===== src/design/pif_pkg.sv =====
package pif_pkg;

   localparam int ARG_BITS_DEF  = 32;
   localparam int FIELD_MAX_DEF = 63;

   localparam int CHAR_W  = 8;
   localparam int ARG_W   = 32;
   localparam int FIELD_W = 6;
   localparam int POS_W   = 7;
   localparam int FLAG_W  = 11;
   localparam int MAX_OUT = 63;

   localparam int FL_ESC   = 0;
   localparam int FL_UNS   = 1;
   localparam int FL_CAP   = 2;
   localparam int FL_WID   = 3;
   localparam int FL_PREC  = 4;
   localparam int FL_SPACE = 5;
   localparam int FL_ZERO  = 6;
   localparam int FL_PLUS  = 7;
   localparam int FL_MINUS = 8;
   localparam int FL_SHORT = 9;
   localparam int FL_LONG  = 10;

   localparam logic [CHAR_W-1:0] CH_NUL     = 8'h00;
   localparam logic [CHAR_W-1:0] CH_SPACE   = 8'h20;
   localparam logic [CHAR_W-1:0] CH_PCT     = 8'h25;
   localparam logic [CHAR_W-1:0] CH_PLUS    = 8'h2B;
   localparam logic [CHAR_W-1:0] CH_MINUS   = 8'h2D;
   localparam logic [CHAR_W-1:0] CH_DOT     = 8'h2E;
   localparam logic [CHAR_W-1:0] CH_ZERO    = 8'h30;
   localparam logic [CHAR_W-1:0] CH_NINE    = 8'h39;
   localparam logic [CHAR_W-1:0] CH_COLON   = 8'h3A;
   localparam logic [CHAR_W-1:0] CH_UPPER_A = 8'h41;
   localparam logic [CHAR_W-1:0] CH_UP_F    = 8'h46;
   localparam logic [CHAR_W-1:0] CH_UP_L    = 8'h4C;
   localparam logic [CHAR_W-1:0] CH_UP_N    = 8'h4E;
   localparam logic [CHAR_W-1:0] CH_UP_X    = 8'h58;
   localparam logic [CHAR_W-1:0] CH_LO_C    = 8'h63;
   localparam logic [CHAR_W-1:0] CH_LO_D    = 8'h64;
   localparam logic [CHAR_W-1:0] CH_LO_H    = 8'h68;
   localparam logic [CHAR_W-1:0] CH_LO_I    = 8'h69;
   localparam logic [CHAR_W-1:0] CH_LO_L    = 8'h6C;
   localparam logic [CHAR_W-1:0] CH_LO_O    = 8'h6F;
   localparam logic [CHAR_W-1:0] CH_LO_P    = 8'h70;
   localparam logic [CHAR_W-1:0] CH_LO_U    = 8'h75;
   localparam logic [CHAR_W-1:0] CH_LO_X    = 8'h78;

   typedef enum logic [2:0] {
      ST_IDLE,
      ST_DABBLE,
      ST_SCAN,
      ST_PLAN,
      ST_EMIT
   } state_type;

   typedef enum logic [1:0] {
      KIND_NONE,
      KIND_CHAR,
      KIND_DEC,
      KIND_RADIX
   } kind_type;

   typedef struct packed {
      logic accept;
      logic dabble_step;
      logic scan_step;
      logic plan;
      logic emit_step;
   } cmd_type;

   typedef struct packed {
      kind_type kind;
      logic     out_free;
      logic     dabble_last;
      logic     scan_done;
      logic     emit_last;
   } status_type;

endpackage


===== src/design/pif_req_if.sv =====
interface pif_req_if;
   logic                         valid;
   logic                         ready;
   logic [pif_pkg::CHAR_W-1:0]   fmt_char;
   logic [pif_pkg::ARG_W-1:0]    arg_value;

   modport source (output valid, output fmt_char, output arg_value, input ready);
   modport sink (input valid, input fmt_char, input arg_value, output ready);
endinterface


===== src/design/pif_rsp_if.sv =====
interface pif_rsp_if;
   logic                         valid;
   logic                         ready;
   logic [pif_pkg::CHAR_W-1:0]   out_char;
   logic                         last;

   modport source (output valid, output out_char, output last, input ready);
   modport sink (input valid, input out_char, input last, output ready);
endinterface


===== src/design/printf_integer_formatter.sv =====
// Integer formatter for printf-style format strings.
// The req channel carries one format character per transfer, with the argument
// word used when that character completes a conversion. The rsp channel returns
// the produced characters one per transfer; last marks the final character of
// an input. Inputs that produce nothing (flags, digits, nul) return no transfer.
// A plain character, c or %% appears on rsp the cycle after it is taken.
// A hex or octal conversion scans down from the top digit position to find the
// top digit, takes a single planning step, then emits one character per cycle
// while the receiver reads. Decimal first runs a binary-to-BCD conversion.
// The controller handles one input at a time, so a conversion finishes its setup
// and all its output characters before the next input is taken; plain characters go
// at one per cycle while the receiver keeps reading.
// When the receiver stalls, the held rsp character stays put and the block
// waits; a new input is taken only when the output register is free or is
// being read in the same cycle.
// Reset is synchronous: it closes any open escape, clears width and precision,
// and drops any pending result.
module printf_integer_formatter #(
   parameter int ARG_BITS  = pif_pkg::ARG_BITS_DEF,
   parameter int FIELD_MAX = pif_pkg::FIELD_MAX_DEF
) (
   input  logic clock,
   input  logic reset,
   pif_req_if.sink   req_chan,
   pif_rsp_if.source rsp_chan
);

   pif_pkg::cmd_type    cmd;
   pif_pkg::status_type sts;

   pif_controller u_controller (
      .clock     (clock),
      .reset     (reset),
      .req_valid (req_chan.valid),
      .req_ready (req_chan.ready),
      .sts       (sts),
      .cmd       (cmd)
   );

   pif_datapath #(
      .ARG_BITS  (ARG_BITS),
      .FIELD_MAX (FIELD_MAX)
   ) u_datapath (
      .clock         (clock),
      .reset         (reset),
      .req_fmt_char  (req_chan.fmt_char),
      .req_arg_value (req_chan.arg_value),
      .cmd           (cmd),
      .sts           (sts),
      .rsp_valid     (rsp_chan.valid),
      .rsp_ready     (rsp_chan.ready),
      .rsp_out_char  (rsp_chan.out_char),
      .rsp_last      (rsp_chan.last)
   );

endmodule


===== src/design/pif_controller.sv =====
module pif_controller (
   input  logic                clock,
   input  logic                reset,
   input  logic                req_valid,
   output logic                req_ready,
   input  pif_pkg::status_type sts,
   output pif_pkg::cmd_type    cmd
);

   pif_pkg::state_type state_ff, state_in;

   always_ff @(posedge clock) begin
      if (reset) begin
         state_ff <= pif_pkg::ST_IDLE;
      end else begin
         state_ff <= state_in;
      end
   end

   always_comb begin
      state_in  = state_ff;
      req_ready = 1'b0;
      cmd       = '0;
      unique case (state_ff)
         pif_pkg::ST_IDLE: begin
            req_ready = sts.out_free;
            if (req_valid && sts.out_free) begin
               cmd.accept = 1'b1;
               if (sts.kind == pif_pkg::KIND_DEC) begin
                  state_in = pif_pkg::ST_DABBLE;
               end else if (sts.kind == pif_pkg::KIND_RADIX) begin
                  state_in = pif_pkg::ST_SCAN;
               end
            end
         end
         pif_pkg::ST_DABBLE: begin
            cmd.dabble_step = 1'b1;
            if (sts.dabble_last) begin
               state_in = pif_pkg::ST_SCAN;
            end
         end
         pif_pkg::ST_SCAN: begin
            cmd.scan_step = 1'b1;
            if (sts.scan_done) begin
               state_in = pif_pkg::ST_PLAN;
            end
         end
         pif_pkg::ST_PLAN: begin
            cmd.plan = 1'b1;
            state_in = pif_pkg::ST_EMIT;
         end
         pif_pkg::ST_EMIT: begin
            if (sts.out_free) begin
               cmd.emit_step = 1'b1;
               if (sts.emit_last) begin
                  state_in = pif_pkg::ST_IDLE;
               end
            end
         end
         default: begin
            state_in = pif_pkg::ST_IDLE;
         end
      endcase
   end

endmodule


===== src/design/pif_datapath.sv =====
module pif_datapath #(
   parameter int ARG_BITS  = pif_pkg::ARG_BITS_DEF,
   parameter int FIELD_MAX = pif_pkg::FIELD_MAX_DEF
) (
   input  logic                        clock,
   input  logic                        reset,
   input  logic [pif_pkg::CHAR_W-1:0]  req_fmt_char,
   input  logic [pif_pkg::ARG_W-1:0]   req_arg_value,
   input  pif_pkg::cmd_type            cmd,
   output pif_pkg::status_type         sts,
   output logic                        rsp_valid,
   input  logic                        rsp_ready,
   output logic [pif_pkg::CHAR_W-1:0]  rsp_out_char,
   output logic                        rsp_last
);

   localparam int NDIG  = (ARG_BITS + 2) / 3;
   localparam int NHEX  = (ARG_BITS + 3) / 4;
   localparam int IDX_W = $clog2(NDIG);
   localparam int CNT_W = $clog2(ARG_BITS);
   localparam int PW    = pif_pkg::POS_W;
   localparam int FW    = pif_pkg::FIELD_W;

   logic [pif_pkg::FLAG_W-1:0] flags_ff, flags_in, fl;
   logic [FW-1:0]              width_ff, width_in, prec_ff, prec_in;
   logic [9:0]                 acc;
   pif_pkg::kind_type          kind;
   logic [pif_pkg::CHAR_W-1:0] single_char, ch;
   logic                       neg;
   logic [ARG_BITS-1:0]        arg_val, mag;
   logic [NDIG*3-1:0]          mag_oct;
   logic [NHEX*4-1:0]          mag_hex;
   logic [NDIG*4-1:0]          bcd_ff, bcd_in, adj, radix_digits;
   logic [ARG_BITS-1:0]        sh_ff;
   logic [CNT_W-1:0]           cnt_ff;
   logic [IDX_W-1:0]           idx_ff, dig_idx;
   logic [3:0]                 cur_dig, emit_dig;
   logic                       cv_minus_ff, cv_zero_ff, cv_plus_ff, cv_cap_ff;
   logic [pif_pkg::CHAR_W-1:0] cv_sig_ff;
   logic [PW-1:0]              size, prec7, width7, body, plen, pad, lead, t1, t2, pz, t3, t4;
   logic [PW-1:0]              total;
   logic [PW-1:0]              t0_ff, t1_ff, t3_ff, t4_ff, total_ff, pos_ff;
   logic [pif_pkg::CHAR_W-1:0] emit_char, dig_char;
   logic                       rsp_valid_ff, last_ff;
   logic [pif_pkg::CHAR_W-1:0] out_char_ff;

   assign ch      = req_fmt_char;
   assign arg_val = ARG_BITS'(req_arg_value);

   always_comb begin
      flags_in    = flags_ff;
      width_in    = width_ff;
      prec_in     = prec_ff;
      kind        = pif_pkg::KIND_NONE;
      single_char = ch;
      fl          = flags_ff;
      acc         = '0;
      if (ch == pif_pkg::CH_NUL) begin
         flags_in = '0;
      end else if (!flags_ff[pif_pkg::FL_ESC]) begin
         if (ch == pif_pkg::CH_PCT) begin
            flags_in                  = '0;
            flags_in[pif_pkg::FL_ESC] = 1'b1;
            width_in                  = '0;
            prec_in                   = '0;
         end else begin
            kind = pif_pkg::KIND_CHAR;
         end
      end else begin
         case (ch)
            pif_pkg::CH_LO_H, pif_pkg::CH_UP_N: fl[pif_pkg::FL_SHORT] = 1'b1;
            pif_pkg::CH_LO_L, pif_pkg::CH_UP_F, pif_pkg::CH_UP_L: fl[pif_pkg::FL_LONG] = 1'b1;
            pif_pkg::CH_LO_U: begin
               fl[pif_pkg::FL_UNS] = 1'b1;
               kind                = pif_pkg::KIND_DEC;
            end
            pif_pkg::CH_LO_D, pif_pkg::CH_LO_I: kind = pif_pkg::KIND_DEC;
            pif_pkg::CH_LO_O, pif_pkg::CH_LO_X, pif_pkg::CH_LO_P: begin
               fl[pif_pkg::FL_UNS] = 1'b1;
               kind                = pif_pkg::KIND_RADIX;
            end
            pif_pkg::CH_UP_X: begin
               fl[pif_pkg::FL_UNS] = 1'b1;
               fl[pif_pkg::FL_CAP] = 1'b1;
               kind                = pif_pkg::KIND_RADIX;
            end
            pif_pkg::CH_LO_C: begin
               kind        = pif_pkg::KIND_CHAR;
               single_char = req_arg_value[pif_pkg::CHAR_W-1:0];
               fl          = '0;
            end
            pif_pkg::CH_PCT: begin
               kind = pif_pkg::KIND_CHAR;
               fl   = '0;
            end
            pif_pkg::CH_PLUS:  fl[pif_pkg::FL_PLUS] = 1'b1;
            pif_pkg::CH_MINUS: fl[pif_pkg::FL_MINUS] = 1'b1;
            pif_pkg::CH_SPACE: fl[pif_pkg::FL_SPACE] = 1'b1;
            pif_pkg::CH_DOT:   fl[pif_pkg::FL_PREC] = 1'b1;
            default: begin
               if (ch >= pif_pkg::CH_ZERO && ch <= pif_pkg::CH_NINE) begin
                  if (ch == pif_pkg::CH_ZERO && !fl[pif_pkg::FL_WID] && !fl[pif_pkg::FL_PREC]) begin
                     fl[pif_pkg::FL_ZERO] = 1'b1;
                  end
                  if (fl[pif_pkg::FL_PREC]) begin
                     acc = 10'(prec_ff) * 10'd10 + 10'(ch[3:0]);
                     prec_in = (acc > 10'(FIELD_MAX - 1)) ? FW'(FIELD_MAX - 1) : acc[FW-1:0];
                  end else begin
                     acc = 10'(width_ff) * 10'd10 + 10'(ch[3:0]);
                     width_in = (acc > 10'(FIELD_MAX)) ? FW'(FIELD_MAX) : acc[FW-1:0];
                     fl[pif_pkg::FL_WID] = 1'b1;
                  end
               end else begin
                  fl = '0;
               end
            end
         endcase
         flags_in = (kind == pif_pkg::KIND_DEC || kind == pif_pkg::KIND_RADIX) ? '0 : fl;
      end
   end

   assign neg     = !fl[pif_pkg::FL_UNS] && arg_val[ARG_BITS-1];
   assign mag     = neg ? (~arg_val + 1'b1) : arg_val;
   assign mag_oct = (NDIG*3)'(mag);
   assign mag_hex = (NHEX*4)'(mag);

   always_comb begin
      radix_digits = '0;
      for (int i = 0; i < NDIG; i++) begin
         if (ch == pif_pkg::CH_LO_O) begin
            radix_digits[i*4 +: 4] = {1'b0, mag_oct[i*3 +: 3]};
         end else if (i < NHEX) begin
            radix_digits[i*4 +: 4] = mag_hex[i*4 +: 4];
         end
      end
   end

   always_comb begin
      for (int i = 0; i < NDIG; i++) begin
         adj[i*4 +: 4] = (bcd_ff[i*4 +: 4] >= 4'd5) ? bcd_ff[i*4 +: 4] + 4'd3 : bcd_ff[i*4 +: 4];
      end
      bcd_in = {adj[NDIG*4-2:0], sh_ff[ARG_BITS-1]};
   end

   assign cur_dig = bcd_ff[{idx_ff, 2'b00} +: 4];

   always_comb begin
      size   = PW'(idx_ff) + 1'b1;
      prec7  = PW'(prec_ff);
      width7 = PW'(width_ff);
      body   = (size > prec7) ? size : prec7;
      plen   = body + PW'(cv_plus_ff);
      pad    = (width7 > plen) ? width7 - plen : '0;
      lead   = (!cv_minus_ff && !cv_zero_ff) ? pad : '0;
      t1     = lead + PW'(cv_plus_ff);
      t2     = t1 + (cv_zero_ff ? pad : '0);
      pz     = (prec7 > size) ? prec7 - size : '0;
      t3     = t2 + pz;
      t4     = t3 + size;
      total  = t4 + (cv_minus_ff ? pad : '0);
   end

   always_comb begin
      dig_idx  = IDX_W'(t4_ff - pos_ff - 1'b1);
      emit_dig = bcd_ff[{dig_idx, 2'b00} +: 4];
      if (emit_dig >= 4'd10) begin
         dig_char = 8'(emit_dig) + pif_pkg::CH_ZERO + (pif_pkg::CH_UPPER_A - pif_pkg::CH_COLON)
                    + (cv_cap_ff ? 8'd0 : pif_pkg::CH_SPACE);
      end else begin
         dig_char = 8'(emit_dig) + pif_pkg::CH_ZERO;
      end
      priority if (pos_ff < t0_ff) begin
         emit_char = pif_pkg::CH_SPACE;
      end else if (pos_ff < t1_ff) begin
         emit_char = cv_sig_ff;
      end else if (pos_ff < t3_ff) begin
         emit_char = pif_pkg::CH_ZERO;
      end else if (pos_ff < t4_ff) begin
         emit_char = dig_char;
      end else begin
         emit_char = pif_pkg::CH_SPACE;
      end
   end

   always_ff @(posedge clock) begin
      if (reset) begin
         flags_ff     <= '0;
         width_ff     <= '0;
         prec_ff      <= '0;
         rsp_valid_ff <= 1'b0;
      end else begin
         if (cmd.accept) begin
            flags_ff <= flags_in;
            width_ff <= width_in;
            prec_ff  <= prec_in;
         end
         if (cmd.accept && kind == pif_pkg::KIND_CHAR) begin
            rsp_valid_ff <= 1'b1;
         end else if (cmd.emit_step) begin
            rsp_valid_ff <= 1'b1;
         end else if (rsp_ready) begin
            rsp_valid_ff <= 1'b0;
         end
      end
   end

   always_ff @(posedge clock) begin
      if (cmd.accept && kind == pif_pkg::KIND_CHAR) begin
         out_char_ff <= single_char;
         last_ff     <= 1'b1;
      end else if (cmd.emit_step) begin
         out_char_ff <= emit_char;
         last_ff     <= sts.emit_last;
      end
      if (cmd.accept) begin
         cv_minus_ff <= fl[pif_pkg::FL_MINUS];
         cv_zero_ff  <= fl[pif_pkg::FL_ZERO] && !fl[pif_pkg::FL_PREC] && !fl[pif_pkg::FL_MINUS];
         cv_plus_ff  <= fl[pif_pkg::FL_PLUS] || neg || fl[pif_pkg::FL_SPACE];
         cv_cap_ff   <= fl[pif_pkg::FL_CAP];
         cv_sig_ff   <= neg ? pif_pkg::CH_MINUS :
                        (fl[pif_pkg::FL_PLUS] ? pif_pkg::CH_PLUS :
                         (fl[pif_pkg::FL_SPACE] ? pif_pkg::CH_SPACE : pif_pkg::CH_PLUS));
         idx_ff      <= IDX_W'(NDIG - 1);
         cnt_ff      <= '0;
         sh_ff       <= mag;
         bcd_ff      <= (kind == pif_pkg::KIND_DEC) ? '0 : radix_digits;
      end else if (cmd.dabble_step) begin
         bcd_ff <= bcd_in;
         sh_ff  <= sh_ff << 1;
         cnt_ff <= cnt_ff + 1'b1;
      end else if (cmd.scan_step && !sts.scan_done) begin
         idx_ff <= idx_ff - 1'b1;
      end
      if (cmd.plan) begin
         t0_ff    <= lead;
         t1_ff    <= t1;
         t3_ff    <= t3;
         t4_ff    <= t4;
         total_ff <= total;
         pos_ff   <= '0;
      end else if (cmd.emit_step) begin
         pos_ff <= pos_ff + 1'b1;
      end
   end

   always_comb begin
      sts             = '0;
      sts.kind        = kind;
      sts.out_free    = !rsp_valid_ff || rsp_ready;
      sts.dabble_last = (cnt_ff == CNT_W'(ARG_BITS - 1));
      sts.scan_done   = (cur_dig != 4'd0) || (idx_ff == '0);
      sts.emit_last   = (pos_ff == total_ff - 1'b1);
   end

   assign rsp_valid    = rsp_valid_ff;
   assign rsp_out_char = out_char_ff;
   assign rsp_last     = last_ff;

`ifndef SYNTHESIS
   a_emit_in_range: assert property (@(posedge clock) disable iff (reset)
      cmd.emit_step |-> (pos_ff < total_ff))
      else $error("Emit position ran past the planned field length.");

   a_char_is_last: assert property (@(posedge clock) disable iff (reset)
      (cmd.accept && kind == pif_pkg::KIND_CHAR) |=> (rsp_valid_ff && last_ff))
      else $error("Single character result was not marked as the final transfer.");

   a_plan_bounded: assert property (@(posedge clock) disable iff (reset)
      cmd.plan |=> ((total_ff <= PW'(pif_pkg::MAX_OUT)) && (total_ff != '0)))
      else $error("Planned conversion length is outside the legal range.");
`endif

endmodule


===== src/flat_wrapper.sv =====
// flat-port wrapper written by rule: the top's interface ports become plain ports
module printf_integer_formatter_flat 
#(
   parameter int ARG_BITS  = pif_pkg::ARG_BITS_DEF,
   parameter int FIELD_MAX = pif_pkg::FIELD_MAX_DEF
)
  (clock, reset, req_chan_valid, req_chan_fmt_char, req_chan_arg_value, req_chan_ready, rsp_chan_valid, rsp_chan_out_char, rsp_chan_last, rsp_chan_ready);
  pif_req_if req_chan_i ();
  pif_rsp_if rsp_chan_i ();
  input  logic clock;
  input  logic reset;
  input wire logic [$bits(req_chan_i.valid)-1:0] req_chan_valid;
  input wire logic [$bits(req_chan_i.fmt_char)-1:0] req_chan_fmt_char;
  input wire logic [$bits(req_chan_i.arg_value)-1:0] req_chan_arg_value;
  output wire logic [$bits(req_chan_i.ready)-1:0] req_chan_ready;
  output wire logic [$bits(rsp_chan_i.valid)-1:0] rsp_chan_valid;
  output wire logic [$bits(rsp_chan_i.out_char)-1:0] rsp_chan_out_char;
  output wire logic [$bits(rsp_chan_i.last)-1:0] rsp_chan_last;
  input wire logic [$bits(rsp_chan_i.ready)-1:0] rsp_chan_ready;
  assign req_chan_i.valid = req_chan_valid;
  assign req_chan_i.fmt_char = req_chan_fmt_char;
  assign req_chan_i.arg_value = req_chan_arg_value;
  assign req_chan_ready = req_chan_i.ready;
  assign rsp_chan_valid = rsp_chan_i.valid;
  assign rsp_chan_out_char = rsp_chan_i.out_char;
  assign rsp_chan_last = rsp_chan_i.last;
  assign rsp_chan_i.ready = rsp_chan_ready;
  printf_integer_formatter #(.ARG_BITS(ARG_BITS), .FIELD_MAX(FIELD_MAX)) u_core (.clock(clock), .reset(reset), .req_chan(req_chan_i), .rsp_chan(rsp_chan_i));
endmodule

===== config.mk =====
export PLATFORM = sky130hd
export DESIGN_NAME = printf_integer_formatter_flat
export DESIGN_NICKNAME = d
export VERILOG_FILES = /design/src/design/pif_pkg.sv /design/src/design/pif_req_if.sv /design/src/design/pif_rsp_if.sv /design/src/design/printf_integer_formatter.sv /design/src/design/pif_controller.sv /design/src/design/pif_datapath.sv /design/src/flat_wrapper.sv
export SDC_FILE = /design/constraint.sdc
export NUM_CORES = 1
export LEC_CHECK = 0
export BUFFER_PORTS_ARGS = -buffer_cell sky130_fd_sc_hd__buf_4
export CORE_MARGIN = 4
export CORE_UTILIZATION = 30
export CTS_CLUSTER_SIZE = 25
export DETAILED_ROUTE_END_ITERATION = 8
export PLACE_DENSITY = 0.56
export RECOVER_POWER = 100
export SLEW_MARGIN = 20
export SYNTH_ARGS = -nofsm -noshare
export SYNTH_HDL_FRONTEND = slang
export SYNTH_SLANG_ARGS = --single-unit
export TNS_END_PERCENT = 50

===== constraint.sdc =====
create_clock -name clock -period 17.4 [get_ports clock]
set_input_delay 0.87 -clock clock [delete_from_list [all_inputs] [get_ports clock]]
set_output_delay 0.87 -clock clock [all_outputs]
set_load 0.01 [all_outputs]

# Word level (Yosys, flattened, before mapping)
# Cells that the tools add are included.
[totals]
reg_bits = 173
in_bits = 44
output_inout_bits = 11
word_cells = 288
[classes]
addsub = 32
n_mul = 2
order_cmp = 23
eq_ne = 40
shifts = 2
muxes = 107
bitwise_logic = 3
n_reduce_logical = 55
[op_table]
columns = ["op", "count"]
rows = [
  ["2-to-1 mux 44 bit", 3],
  ["equality test 8 x 7 -> 1 bit (second input constant)", 13],
  ["2-to-1 mux 32 bit", 3],
  ["indexed part select 44 x 7 -> 4 bit", 2],
  ["2-to-1 mux 4 bit", 20],
  ["2-to-1 mux 8 bit", 10],
  ["2-to-1 mux 6 bit", 13],
  ["OR reduction 15 bit", 5],
  ["equality test 8 x 6 -> 1 bit (second input constant)", 6],
  ["greater-or-equal comparator 4 x 3 -> 1 bit (second input constant)", 11],
  ["2-to-1 mux 11 bit", 4],
  ["adder 4 x 2 -> 4 bit (second input constant)", 10],
  ["2-to-1 mux 3 bit", 12],
  ["2-to-1 mux 7 bit", 5],
  ["adder 32 x 1 -> 32 bit (second input constant)", 1],
  ["inverter 32 bit", 1],
  ["less-than comparator 7 bit", 4],
  ["one-hot mux 1 bit (3 select lines)", 8],
  ["adder 7 bit", 3],
  ["adder 10 x 4 -> 10 bit", 2],
  ["greater-than comparator 10 x 6 -> 1 bit (second input constant)", 2],
  ["multiplier 6 x 3 -> 9 bit (second input constant)", 2],
  ["2-to-1 mux 9 bit", 2],
  ["AND reduction 6 bit", 3],
  ["other kinds (56)", 119],
]

# Logic depth before layout (Yosys ltp)
# Gate-level depths: netlist of run 1.
[depth]
word_depth = 14
mapped_depth = 39
mapped_depth_nobuf = 39

# Cells and area by module
# From an unflattened synthesis of run 1, not the netlist that was laid out.
[unflattened]
hier_cells = 1460
area_unflattened_um2 = 13391.6
[modules_own_cells]
columns = ["mod", "n_inst", "cells_per_inst", "area_each_um2", "seq_area_each_um2"]
rows = [
  ["pif_datapath", 1, 1427, 13096.3, 4564.4],
  ["pif_controller", 1, 33, 295.3, 60.1],
]

# Worst setup path after synthesis of run 1
# Ideal clock, no wire load.
[synth_path]
path_type = "register -> register"
startpoint = "register u_core.u_datapath.idx_ff[0]"
endpoint = "register u_core.u_datapath.total_ff[6] (data pin)"
setup_time_ps = 266
arrival_time_ps = 8009
slack_ps = 9125
stages_incl_launch_ff = 36
n_path_buf = 1
period_less_slack_ps = 8275
path_cell_list = "dfxtp_1 -> inv_1 -> ha_1 -> clkbuf_1 -> nor2_1 -> o221ai_1 -> a221oi_1 -> a311oi_2 -> mux2_2 -> ha_1 -> xor2_1 -> ha_1 -> or2_2 -> o311ai_0 -> a21oi_1 -> a21oi_1 -> nor3_1 -> nand2_1 -> nor2_1 -> ha_1 -> ha_1 -> fa_1 -> ha_1 -> xor2_1 -> ha_1 -> a21o_1 -> maj3_1 -> maj3_1 -> xor2_1 -> ha_1 -> inv_1 -> o21bai_1 -> a21oi_1 -> xnor2_1 -> xnor2_1 -> xnor2_1"
[synth_between]
elab_chain_len = 12
[synth_lines]
columns = ["item", "line_no", "text"]
rows = [
  ["from (decl)", "pif_datapath.sv:36", "logic [IDX_W-1:0] idx_ff, dig_idx;"],
  ["from (signal assigned)", "pif_datapath.sv:223", "idx_ff <= IDX_W'(NDIG - 1);"],
  ["from (signal assigned)", "pif_datapath.sv:232", "idx_ff <= idx_ff - 1'b1;"],
  ["adder 4 x 1 -> 5 bit *", "pif_datapath.sv:148", "size = PW'(idx_ff) + 1'b1;"],
  ["named net u_core.u_datapath.size[0]", "pif_datapath.sv:40", "logic [PW-1:0] size, prec7, width7, body, plen, pad, lead, t1, t2, pz, t3, t4;"],
  ["greater-than comparator 5 x 6 -> 1 bit", "pif_datapath.sv:151", "body = (size > prec7) ? size : prec7;"],
  ["2-to-1 mux 6 bit *", "pif_datapath.sv:151", ""],
  ["adder 6 x 1 -> 7 bit *", "pif_datapath.sv:152", "plen = body + PW'(cv_plus_ff);"],
  ["subtractor 6 x 7 -> 7 bit / greater-than comparator 6 x 7 -> 1 bit (equally long branches)", "pif_datapath.sv:153", "pad = (width7 > plen) ? width7 - plen : '0;"],
  ["2-to-1 mux 7 bit *", "pif_datapath.sv:153", ""],
  ["2-to-1 mux 7 bit *", "pif_datapath.sv:154", "lead = (!cv_minus_ff && !cv_zero_ff) ? pad : '0;"],
  ["named net u_core.u_datapath.lead[0]", "pif_datapath.sv:40", ""],
  ["(+1 left out)", "--", ""],
  ["named net u_core.u_datapath.t1[1]", "pif_datapath.sv:40", ""],
  ["adder 7 bit *", "pif_datapath.sv:156", "t2 = t1 + (cv_zero_ff ? pad : '0);"],
  ["adder 7 bit *", "pif_datapath.sv:158", "t3 = t2 + pz;"],
  ["named net u_core.u_datapath.t3[1]", "pif_datapath.sv:40", ""],
  ["adder 7 x 5 -> 7 bit *", "pif_datapath.sv:159", "t4 = t3 + size;"],
  ["named net u_core.u_datapath.t4[4]", "pif_datapath.sv:40", ""],
  ["adder 7 bit *", "pif_datapath.sv:160", "total = t4 + (cv_minus_ff ? pad : '0);"],
  ["named net u_core.u_datapath.total[6]", "pif_datapath.sv:41", "logic [PW-1:0] total;"],
  ["to (signal assigned)", "pif_datapath.sv:239", "total_ff <= total;"],
  ["to (decl)", "pif_datapath.sv:42", "logic [PW-1:0] t0_ff, t1_ff, t3_ff, t4_ff, total_ff, pos_ff;"],
]
# The timed path passes the listed nets; every way through them passes the cells marked *.
# A chain may end at the register's enable or synchronous reset.

# Worst setup path in the final report of run 1
[layout_path]
startpoint = "register u_core.u_datapath.idx_ff[0]"
endpoint = "register u_core.u_datapath.total_ff[6] (data pin)"
[layout_between]
elab_chain_len = 12
[layout_lines]
columns = ["item", "line_no", "text"]
rows = [
  ["adder 4 x 1 -> 5 bit *", "pif_datapath.sv:148", ""],
  ["greater-than comparator 5 x 6 -> 1 bit", "pif_datapath.sv:151", ""],
  ["2-to-1 mux 6 bit *", "pif_datapath.sv:151", ""],
  ["adder 6 x 1 -> 7 bit *", "pif_datapath.sv:152", ""],
  ["subtractor 6 x 7 -> 7 bit / greater-than comparator 6 x 7 -> 1 bit (equally long branches)", "pif_datapath.sv:153", ""],
  ["2-to-1 mux 7 bit *", "pif_datapath.sv:153", ""],
  ["2-to-1 mux 7 bit *", "pif_datapath.sv:154", ""],
  ["named net u_core.u_datapath.lead[0]", "pif_datapath.sv:40", ""],
  ["adder 7 x 1 -> 7 bit *", "pif_datapath.sv:155", "t1 = lead + PW'(cv_plus_ff);"],
  ["named net u_core.u_datapath.t1[1]", "pif_datapath.sv:40", ""],
  ["adder 7 bit *", "pif_datapath.sv:156", ""],
  ["adder 7 bit *", "pif_datapath.sv:158", ""],
  ["named net u_core.u_datapath.t3[1]", "pif_datapath.sv:40", ""],
  ["adder 7 x 5 -> 7 bit *", "pif_datapath.sv:159", ""],
  ["named net u_core.u_datapath.t4[4]", "pif_datapath.sv:40", ""],
  ["adder 7 bit *", "pif_datapath.sv:160", ""],
  ["named net u_core.u_datapath.total[6]", "pif_datapath.sv:41", ""],
]
# Marked as above.

==> flow_metrics.py, run 1 <==
metrics = {
    "logic_synthesis": {
        "postSynthRegisterBits": 168,
        "ys_types": 100,
        "synth.top_cells.by_area": "sky130_fd_sc_hd__edfxtp_1, sky130_fd_sc_hd__ha_1, sky130_fd_sc_hd__dfxtp_1, sky130_fd_sc_hd__xnor2_1, sky130_fd_sc_hd__nand2_1",
        "syn-mean-instance-area_um2": 9.191,
        "synth_top_flop_cell": "sky130_fd_sc_hd__edfxtp_1",
        "post_synth_design_cell_area_um2": 13490,
        "yosys.area.top_type": "sky130_fd_sc_hd__edfxtp_1",
        "proportion_of_netlist_area_held_by_the_largest_area_contributor_pct": 28.04,
        "synth-edff-count": 126,
        "synth_async_sr_flop_share_pct": 0,
        "postSynthCellCount": 1468,
        "synth-warning-count": 0,
        "seq_area_frac_synth_pct": 34.27,
        "syn-num-nets": 1633,
    },
    "layout": {
        "postLayoutCellArea_um2": 14880,
        "fill_cells": 4588,
        "final-seq-area_um2": 4624,
        "multi_input_area_um2": 8144,
        "final_common_cell": "sky130_fd_sc_hd__nand2_1",
        "layout.cells.non_filler": 2093,
        "area_growth_pct": 10.27,
        "fin_nets": 1653,
        "antenna_cells": 0,
        "layout-drive-gt1-share_pct": 8.128,
        "mostFrequentLayoutCells": "sky130_fd_sc_hd__nand2_1, sky130_fd_sc_hd__edfxtp_1, sky130_fd_sc_hd__nor2_1, sky130_fd_sc_hd__ha_1, sky130_fd_sc_hd__inv_1",
    },
    "setup_path": {
        "setup.worst_path.end": "u_core.u_datapath.total_ff[6]",
        "reg2reg_from": "u_core.u_datapath.idx_ff[0]",
        "worst_setup_path_end_kind": "flop",
        "worst_path_most_repeated_cell": "sky130_fd_sc_hd__ha_1",
        "origin_of_the_worst_setup_path": "u_core.u_datapath.idx_ff[0]",
        "crit_type": "reg2reg",
        "cp_data_arrival_time_ns": 9.60,
        "worst_r2r_endpoint": "u_core.u_datapath.total_ff[6]",
        "critical-path-slowest-cell": "sky130_fd_sc_hd__a311oi_1",
        "cell_family_contributing_the_most_delay_on_the_critical_path": "adder cells",
        "r2r_setup_slack_ns": 8.00,
        "critPathLaunchType": "flop",
        "critPathBufInv": 4,
        "critical_path_cell_count": 36,
        "reg2reg_depth": 36,
        "critical-path-max-stage-delay_ns": 0.77,
        "crit_fanout": 18,
        "crit_required_ns": 17.59,
    },
    "floorplan": {
        "ios": 55,
        "coreArea_um2": 44320,
        "die-height_um": 220.1,
        "floorplan.die.width_um": 220.1,
        "floorplan.die_area_um2": 48430,
        "rows": 77,
        "initial_core_util_pct": 30.45,
    },
    "timing": {
        "number_of_endpoints_failing_setup_at_the_final_stage": 0,
        "worst_slew_pin_slew_ns": 4.438,
        "worst_hold_slack_ns": 0.4781,
        "period_minus_slack_ns": 9.404,
        "fin_setup_tns_ns": 0,
        "rsz_0062_raised_after_global_routing": "no",
        "fmaxAchievable_ghz": 0.1063,
        "hold_viol_final": 0,
        "slew_headroom_pct": -195.9,
        "final-max-slew-violation-count": 313,
        "fin_worst_setup_slack_ns": 7.996,
        "finalClockSkew_ns": 0.01360,
        "post-route-period-util_pct": 54.04,
    },
    "global_routing": {
        "number_of_global_route_vias_before_repair": 10572,
        "grt-ovfl-total": 0,
        "grt_util_all_layers_pct": 15.50,
        "grt_start_max_net_pins": 77,
        "grt_pass1_wl_um": 59250,
        "grt_antenna_before_repair": 0,
    },
    "clock_network": {
        "worst_skew_pair.late_latency_ns": 0.46,
        "cts.repair.resized": 0,
        "tritoncts": "yes",
        "post_cts_buffers": 0,
        "cts_buffers": 17,
        "clk_pin_slew_ns": 0.07,
        "cts_hold_buf": 0,
        "root_buffer": "sky130_fd_sc_hd__clkbuf_16",
        "htreeDepth": 4,
        "cts.sinks": 168,
        "cts.path.max_buffers": 2,
    },
    "routing": {
        "dr.pass1.iters": 5,
        "vias_per_cell": 5.299,
        "initialDrtViolationCount": 1036,
        "detail_route.wirelength_um": 37390,
        "number_of_antenna_violating_nets_in_the_routed_design": 0,
        "dr_total_vias": 11090,
        "routed_wire_length_per_instance_um": 17.86,
        "drc": 0,
    },
    "power_and_ir_drop": {
        "switchingPower_w": 0.0009183,
        "ir_worst_vdd_mv": 0.07977,
        "power_frac_clock_pct": 17.8,
        "comb_power_share_pct": 47.0,
        "powerDensity_nw_per_um2": 148.7,
        "internal_power_w": 0.001294,
        "static-leakage-power_nw": 5.898,
        "power.switching_fraction_pct": 41.51,
        "power.share.sequential_pct": 35.3,
    },
    "placement": {
        "buffer_ports.inserted": 54,
        "dp_hpwl_um": 27920,
        "placed_cell_area_um2": 14440,
        "placed_cells_incl_taps": 2061,
        "place_worst_setup_slack_ns": 8.685,
        "place_congestion": 0.8578,
    },
    "status": {
        "status": "complete, but fails checks",
        "violated_checks": "max-capacitance violations, max-slew violations",
    },
    "job": {
        "max_cap_violations": 6,
    },
    "worst_hold_path": {
        "timing.hold.worst.class": "reg2reg",
    },
}
## metrics by stage
| step | util [%] | total power, W |
|---|---|---|
| floorplan | - | 0.001532 |
| global placement | 32.59 | 0.001794 |
| detailed placement | 32.59 | 0.001822 |
| CTS | 33.91 | 0.002226 |
| global route | 33.57 | 0.002388 |
| finish | 33.57 | 0.002212 |
## per-layer routing
layer | track usage [%] | vias to the layer above | share of wire, %
met5 | 0 | - | 0
met4 | 5.192 | 0 | 2.4
met3 | 2.041 | 39 | 4.3
met2 | 24.63 | 279 | 46
met1 | 21.77 | 5377 | 47
li1 | - | 5395 | -
## cells in the mapped netlist, drive strengths merged, types with 6 or more instances
master and count:
a211oi 8, mux2 10, fa 14, a21oi 86, nand3 28, maj3 7, nor3 39, o21a 9
nor3b 13, or2 6, o211ai 12, xnor2 71, dfxtp 42, clkbuf 32, xor2 48, o31ai 15
nand2b 31, mux2i 15, and2 7, or4 11, and3 18, mux4 10, o22ai 15, nor2 119
nor2b 24, a22oi 7, nor4 23, inv 103, o21bai 6, o21ai 90, a21o 24, nand3b 9
edfxtp 126, nand4 13, a31oi 13, buf 28, or3 13, ha 107, o221ai 10, nand2 134
a211o 7
## logic make-up (layout without fill, tap and decap cells)
group,count (synthesis),count (layout),synth area share [%]
AOI/OAI and AO/OA,353,353,17.76
xor gates and xnor gates,119,119,7.836
adders and majority gates,128,128,12.52
buffers and inverters,163,196,5.007
DFF,168,168,34.27
muxes,35,35,3.616
and+or+nand+nor,502,502,18.99
## flip-flops by register name, indices dropped and copies added, names as in the netlist, 7 cells and up
signal                          count
u_core.u_datapath.bcd_ff           44
u_core.u_datapath.flags_ff          9
u_core.u_datapath.t3_ff             7
u_core.u_datapath.t4_ff             7
u_core.u_datapath.t0_ff             7
u_core.u_datapath.t1_ff             7
u_core.u_datapath.rsp_out_char      8
u_core.u_datapath.pos_ff            7
u_core.u_datapath.sh_ff            32
u_core.u_datapath.total_ff          7
## layout make-up
class                      count  share of cell area, %
multi-input combinational   1137                  54.74
sequential                   168                  31.08
tap                          592                  4.979
clock buffer                  18                  2.885
timing repair buffer          61                  2.649
inverter                     103                  2.607
clock inverter                14                  1.060
## power groups by stage
stage / Combinational [W] / Sequential [W] / Clock [W]
after floorplan: 0.000788 / 0.000745 / 0
after CTS: 0.00106 / 0.000767 / 0.000402
after detailed placement: 0.00105 / 0.000775 / 0
after global placement: 0.00102 / 0.000772 / 0
final: 0.00104 / 0.000780 / 0.000393
after global routing: 0.00117 / 0.000801 / 0.000418
## worst register-to-register path: cells and delay by family (launching register included)
kind	cells	cell delay, ns
AO/OA/AOI/OAI	8	1.74
XOR/XNOR	6	0.90
adder cells (fa/ha/maj)	12	3.88
buffers and inverters	4	0.74
flip-flops	1	0.47
multiplexers	1	0.41
AND/OR/NAND/NOR	5	1.03
## worst min path at each step
stage / from / endpoint / slack (ns) / cells after the start
after global placement: u_core.u_datapath.flags_ff[8] / u_core.u_datapath.flags_ff[8] / 0.46 / 2
final: u_core.u_datapath.flags_ff[6] / u_core.u_datapath.flags_ff[6] / 0.48 / 2
after CTS: u_core.u_datapath.flags_ff[6] / u_core.u_datapath.flags_ff[6] / 0.48 / 2
after detailed placement: u_core.u_datapath.flags_ff[6] / u_core.u_datapath.flags_ff[6] / 0.47 / 2
after global routing: u_core.u_datapath.flags_ff[6] / u_core.u_datapath.flags_ff[6] / 0.52 / 2
after floorplan: u_core.u_datapath.flags_ff[6] / u_core.u_datapath.flags_ff[6] / 0.44 / 2
Note: power is estimated with default switching activity, not from simulation.
==> inputs of run 2 (changes only) <==
- PLACE_DENSITY: 0.56 -> 0.57
- clock period: 17.4 -> 7.6 ns (I/O delays scaled with it)
==> run 2 against run 1 <==
  * The flow still finishes with violations (max-capacitance violations, max-slew violations)
  * Sequential share of layout area shrank 1.1 points
  * Clock power grew 120%
  * Via count grew 1.6%
  * Cell area increased by 4.0%
  * Register-to-register slack worse by 7.9 ns
  * Largest power group unchanged
  * Clock skew fell by 0.0012 ns
  * Sequential power is 130% higher
  * Final cell count is 1.9% higher
  * Critical endpoint unchanged
  * Fmax grew 26%
  * Flip-flop and latch count stayed put
==> flow_metrics.py, run 2 (synthesized netlist as in run 1, its figures left out) <==
metrics = {
    "status": {
        "status": "complete, but fails checks",
        "violated_checks": "max-capacitance violations, max-slew violations",
    },
    "timing": {
        "worst_slew_pin_slew_ns": 4.383,
        "worst_hold_slack_ns": 0.3213,
        "fin_worst_setup_slack_ns": 0.1237,
        "final-max-slew-violation-count": 280,
        "number_of_endpoints_failing_setup_at_the_final_stage": 0,
        "fmaxAchievable_ghz": 0.1338,
        "period_minus_slack_ns": 7.476,
        "finalClockSkew_ns": 0.01238,
        "fin_setup_tns_ns": 0,
        "slew_headroom_pct": -192.2,
        "rsz_0062_raised_after_global_routing": "yes",
        "post-route-period-util_pct": 98.37,
        "hold_viol_final": 0,
    },
    "placement": {
        "dp_hpwl_um": 27870,
        "place_congestion": 0.8652,
        "placed_cells_incl_taps": 2088,
        "buffer_ports.inserted": 54,
        "place_worst_setup_slack_ns": -0.1988,
    },
    "layout": {
        "reg_top3": "u_core.u_datapath.bcd_ff x44, u_core.u_datapath.sh_ff x32, u_core.u_datapath.flags_ff x9",
        "fill_cells": 4574,
        "mostFrequentLayoutCells": "sky130_fd_sc_hd__nand2_1, sky130_fd_sc_hd__edfxtp_1, sky130_fd_sc_hd__nor2_1, sky130_fd_sc_hd__inv_1, sky130_fd_sc_hd__ha_1",
        "top_register": "u_core.u_datapath.bcd_ff",
        "area_growth_pct": 14.68,
        "fin_nets": 1693,
        "layout.cells.non_filler": 2133,
        "antenna_cells": 0,
        "largest_register_ffs": 44,
        "layout-drive-gt1-share_pct": 13.76,
        "final_common_cell": "sky130_fd_sc_hd__nand2_1",
    },
    "floorplan": {
        "floorplan.die.width_um": 220.1,
        "initial_core_util_pct": 30.45,
        "coreArea_um2": 44320,
        "die-height_um": 220.1,
        "floorplan.die_area_um2": 48430,
        "ios": 55,
        "rows": 77,
    },
    "clock_network": {
        "tritoncts": "yes",
        "htreeDepth": 4,
        "cts.sinks": 168,
        "cts_buffers": 17,
        "cts_hold_buf": 0,
        "root_buffer": "sky130_fd_sc_hd__clkbuf_16",
        "clk_pin_slew_ns": 0.08,
        "cts.path.max_buffers": 2,
        "worst_skew_pair.late_latency_ns": 0.45,
    },
    "global_routing": {
        "global_route.usage.met1_pct": 21.79,
        "grt_most_used_layer": "met2",
        "grt_util_all_layers_pct": 15.53,
        "grt_antenna_before_repair": 0,
        "grt-ovfl-total": 0,
        "groute.layer.met3.usage_pct": 2.978,
        "grt_pass1_wl_um": 59810,
        "grt_util_met2_pct": 23.70,
        "number_of_global_route_vias_before_repair": 10902,
        "grt_start_max_net_pins": 77,
    },
    "routing": {
        "number_of_antenna_violating_nets_in_the_routed_design": 0,
        "vias_per_cell": 5.280,
        "drc": 0,
        "initialDrtViolationCount": 932,
        "dr_total_vias": 11262,
        "routed_wire_length_per_instance_um": 17.65,
        "detail_route.wirelength_um": 37650,
        "dr.pass1.iters": 6,
    },
    "setup_path": {
        "cp_data_arrival_time_ns": 7.67,
        "critPathLaunchType": "flop",
        "worst_r2r_endpoint": "u_core.u_datapath.total_ff[6]",
        "crit_required_ns": 7.79,
        "critical-path-max-stage-delay_ns": 0.55,
        "worst_path_most_repeated_cell": "sky130_fd_sc_hd__ha_4",
        "r2r_setup_slack_ns": 0.12,
        "reg2reg_depth": 32,
        "crit_type": "reg2reg",
        "reg2reg_from": "u_core.u_datapath.idx_ff[0]",
        "critical-path-slowest-cell": "sky130_fd_sc_hd__fa_1",
        "cell_family_contributing_the_most_delay_on_the_critical_path": "adder cells",
        "crit_fanout": 5,
        "worst_setup_path_end_kind": "flop",
        "critPathBufInv": 2,
    },
    "job": {
        "max_cap_violations": 5,
    },
    "power_and_ir_drop": {
        "report.power.total_w": 0.005157,
        "static-leakage-power_nw": 6.103,
        "ir_worst_vdd_mv": 0.2048,
        "powerDensity_nw_per_um2": 333.3,
    },
    "worst_hold_path": {
        "timing.hold.worst.class": "in2reg",
        "worst_hold_path.endpoint": "u_core.u_datapath.width_ff[3]",
        "hold_path_depth": 2,
        "timing.hold.worst.start": "reset",
    },
}
run 2: area by class of cell:
type,instances,area [µm²],area share (%)
well taps,592,740.7,4.787
repair buffers,101,694.4,4.488
inverters,103,387.9,2.507
multi-input cells,1137,8449,54.60
clock inverters,15,143.9,0.9299
clock buffers,17,425.4,2.749
flip-flops and latches,168,4632,29.93
run 2: worst max-delay path by stage:
stage | from | slack (ns) | cells after the start | end
2_1_floorplan | u_core.u_datapath.idx_ff[0] | 0.008 | 35 | u_core.u_datapath.total_ff[6]
6_report | u_core.u_datapath.idx_ff[0] | 0.12 | 32 | u_core.u_datapath.total_ff[6]
5_1_grt | u_core.u_datapath.idx_ff[0] | -0.22 | 33 | u_core.u_datapath.total_ff[6]
4_1_cts | u_core.u_datapath.idx_ff[0] | 0.007 | 35 | u_core.u_datapath.total_ff[6]
3_3_place_gp | u_core.u_datapath.idx_ff[0] | -0.05 | 34 | u_core.u_datapath.total_ff[6]
3_5_place_dp | u_core.u_datapath.idx_ff[0] | -0.20 | 36 | u_core.u_datapath.total_ff[6]
run 2: through the flow:
stage	util, %	area (µm²)
4_1_cts	34.62	15340
3_5_place_dp	33.20	14710
3_3_place_gp	33.20	14710
5_1_grt	34.92	15470
2_1_floorplan	-	13560
6_report	34.92	15470
run 2: worst reg2reg max path, delay by kind of cell, from the launching register on:
kind / cells / cell delay, ns
flops: 1 / 0.38
xor+xnor: 5 / 0.65
buf+inv: 2 / 0.17
fa+ha+maj: 12 / 3.44
mux: 1 / 0.29
compound gates: 6 / 1.18
simple gates: 6 / 1.13
run 2: power by group:
part	leakage (nW)	internal, W	switching, W
Combinational	4.32	0.00104	0.00146
Sequential	1.51	0.00149	0.000297
Clock	0.273	0.000458	0.000409
run 2: layer usage:
metal | vias to the layer above | wire [µm] | part of all wire, %
li1 | 5483 | - | -
met1 | 5400 | 17830 | 47
met2 | 327 | 16780 | 45
met3 | 52 | 2098 | 5.6
met4 | 0 | 941 | 2.5
met5 | - | 0 | 0
run 2: repair_timing:
item | in CTS | in global routing
resized for setup | 9 | 34
buffers inserted | 2 | 11
pin swaps | 6 | 37
endpoints found under the setup margin | 1 | 5
cloned | 0 | 0
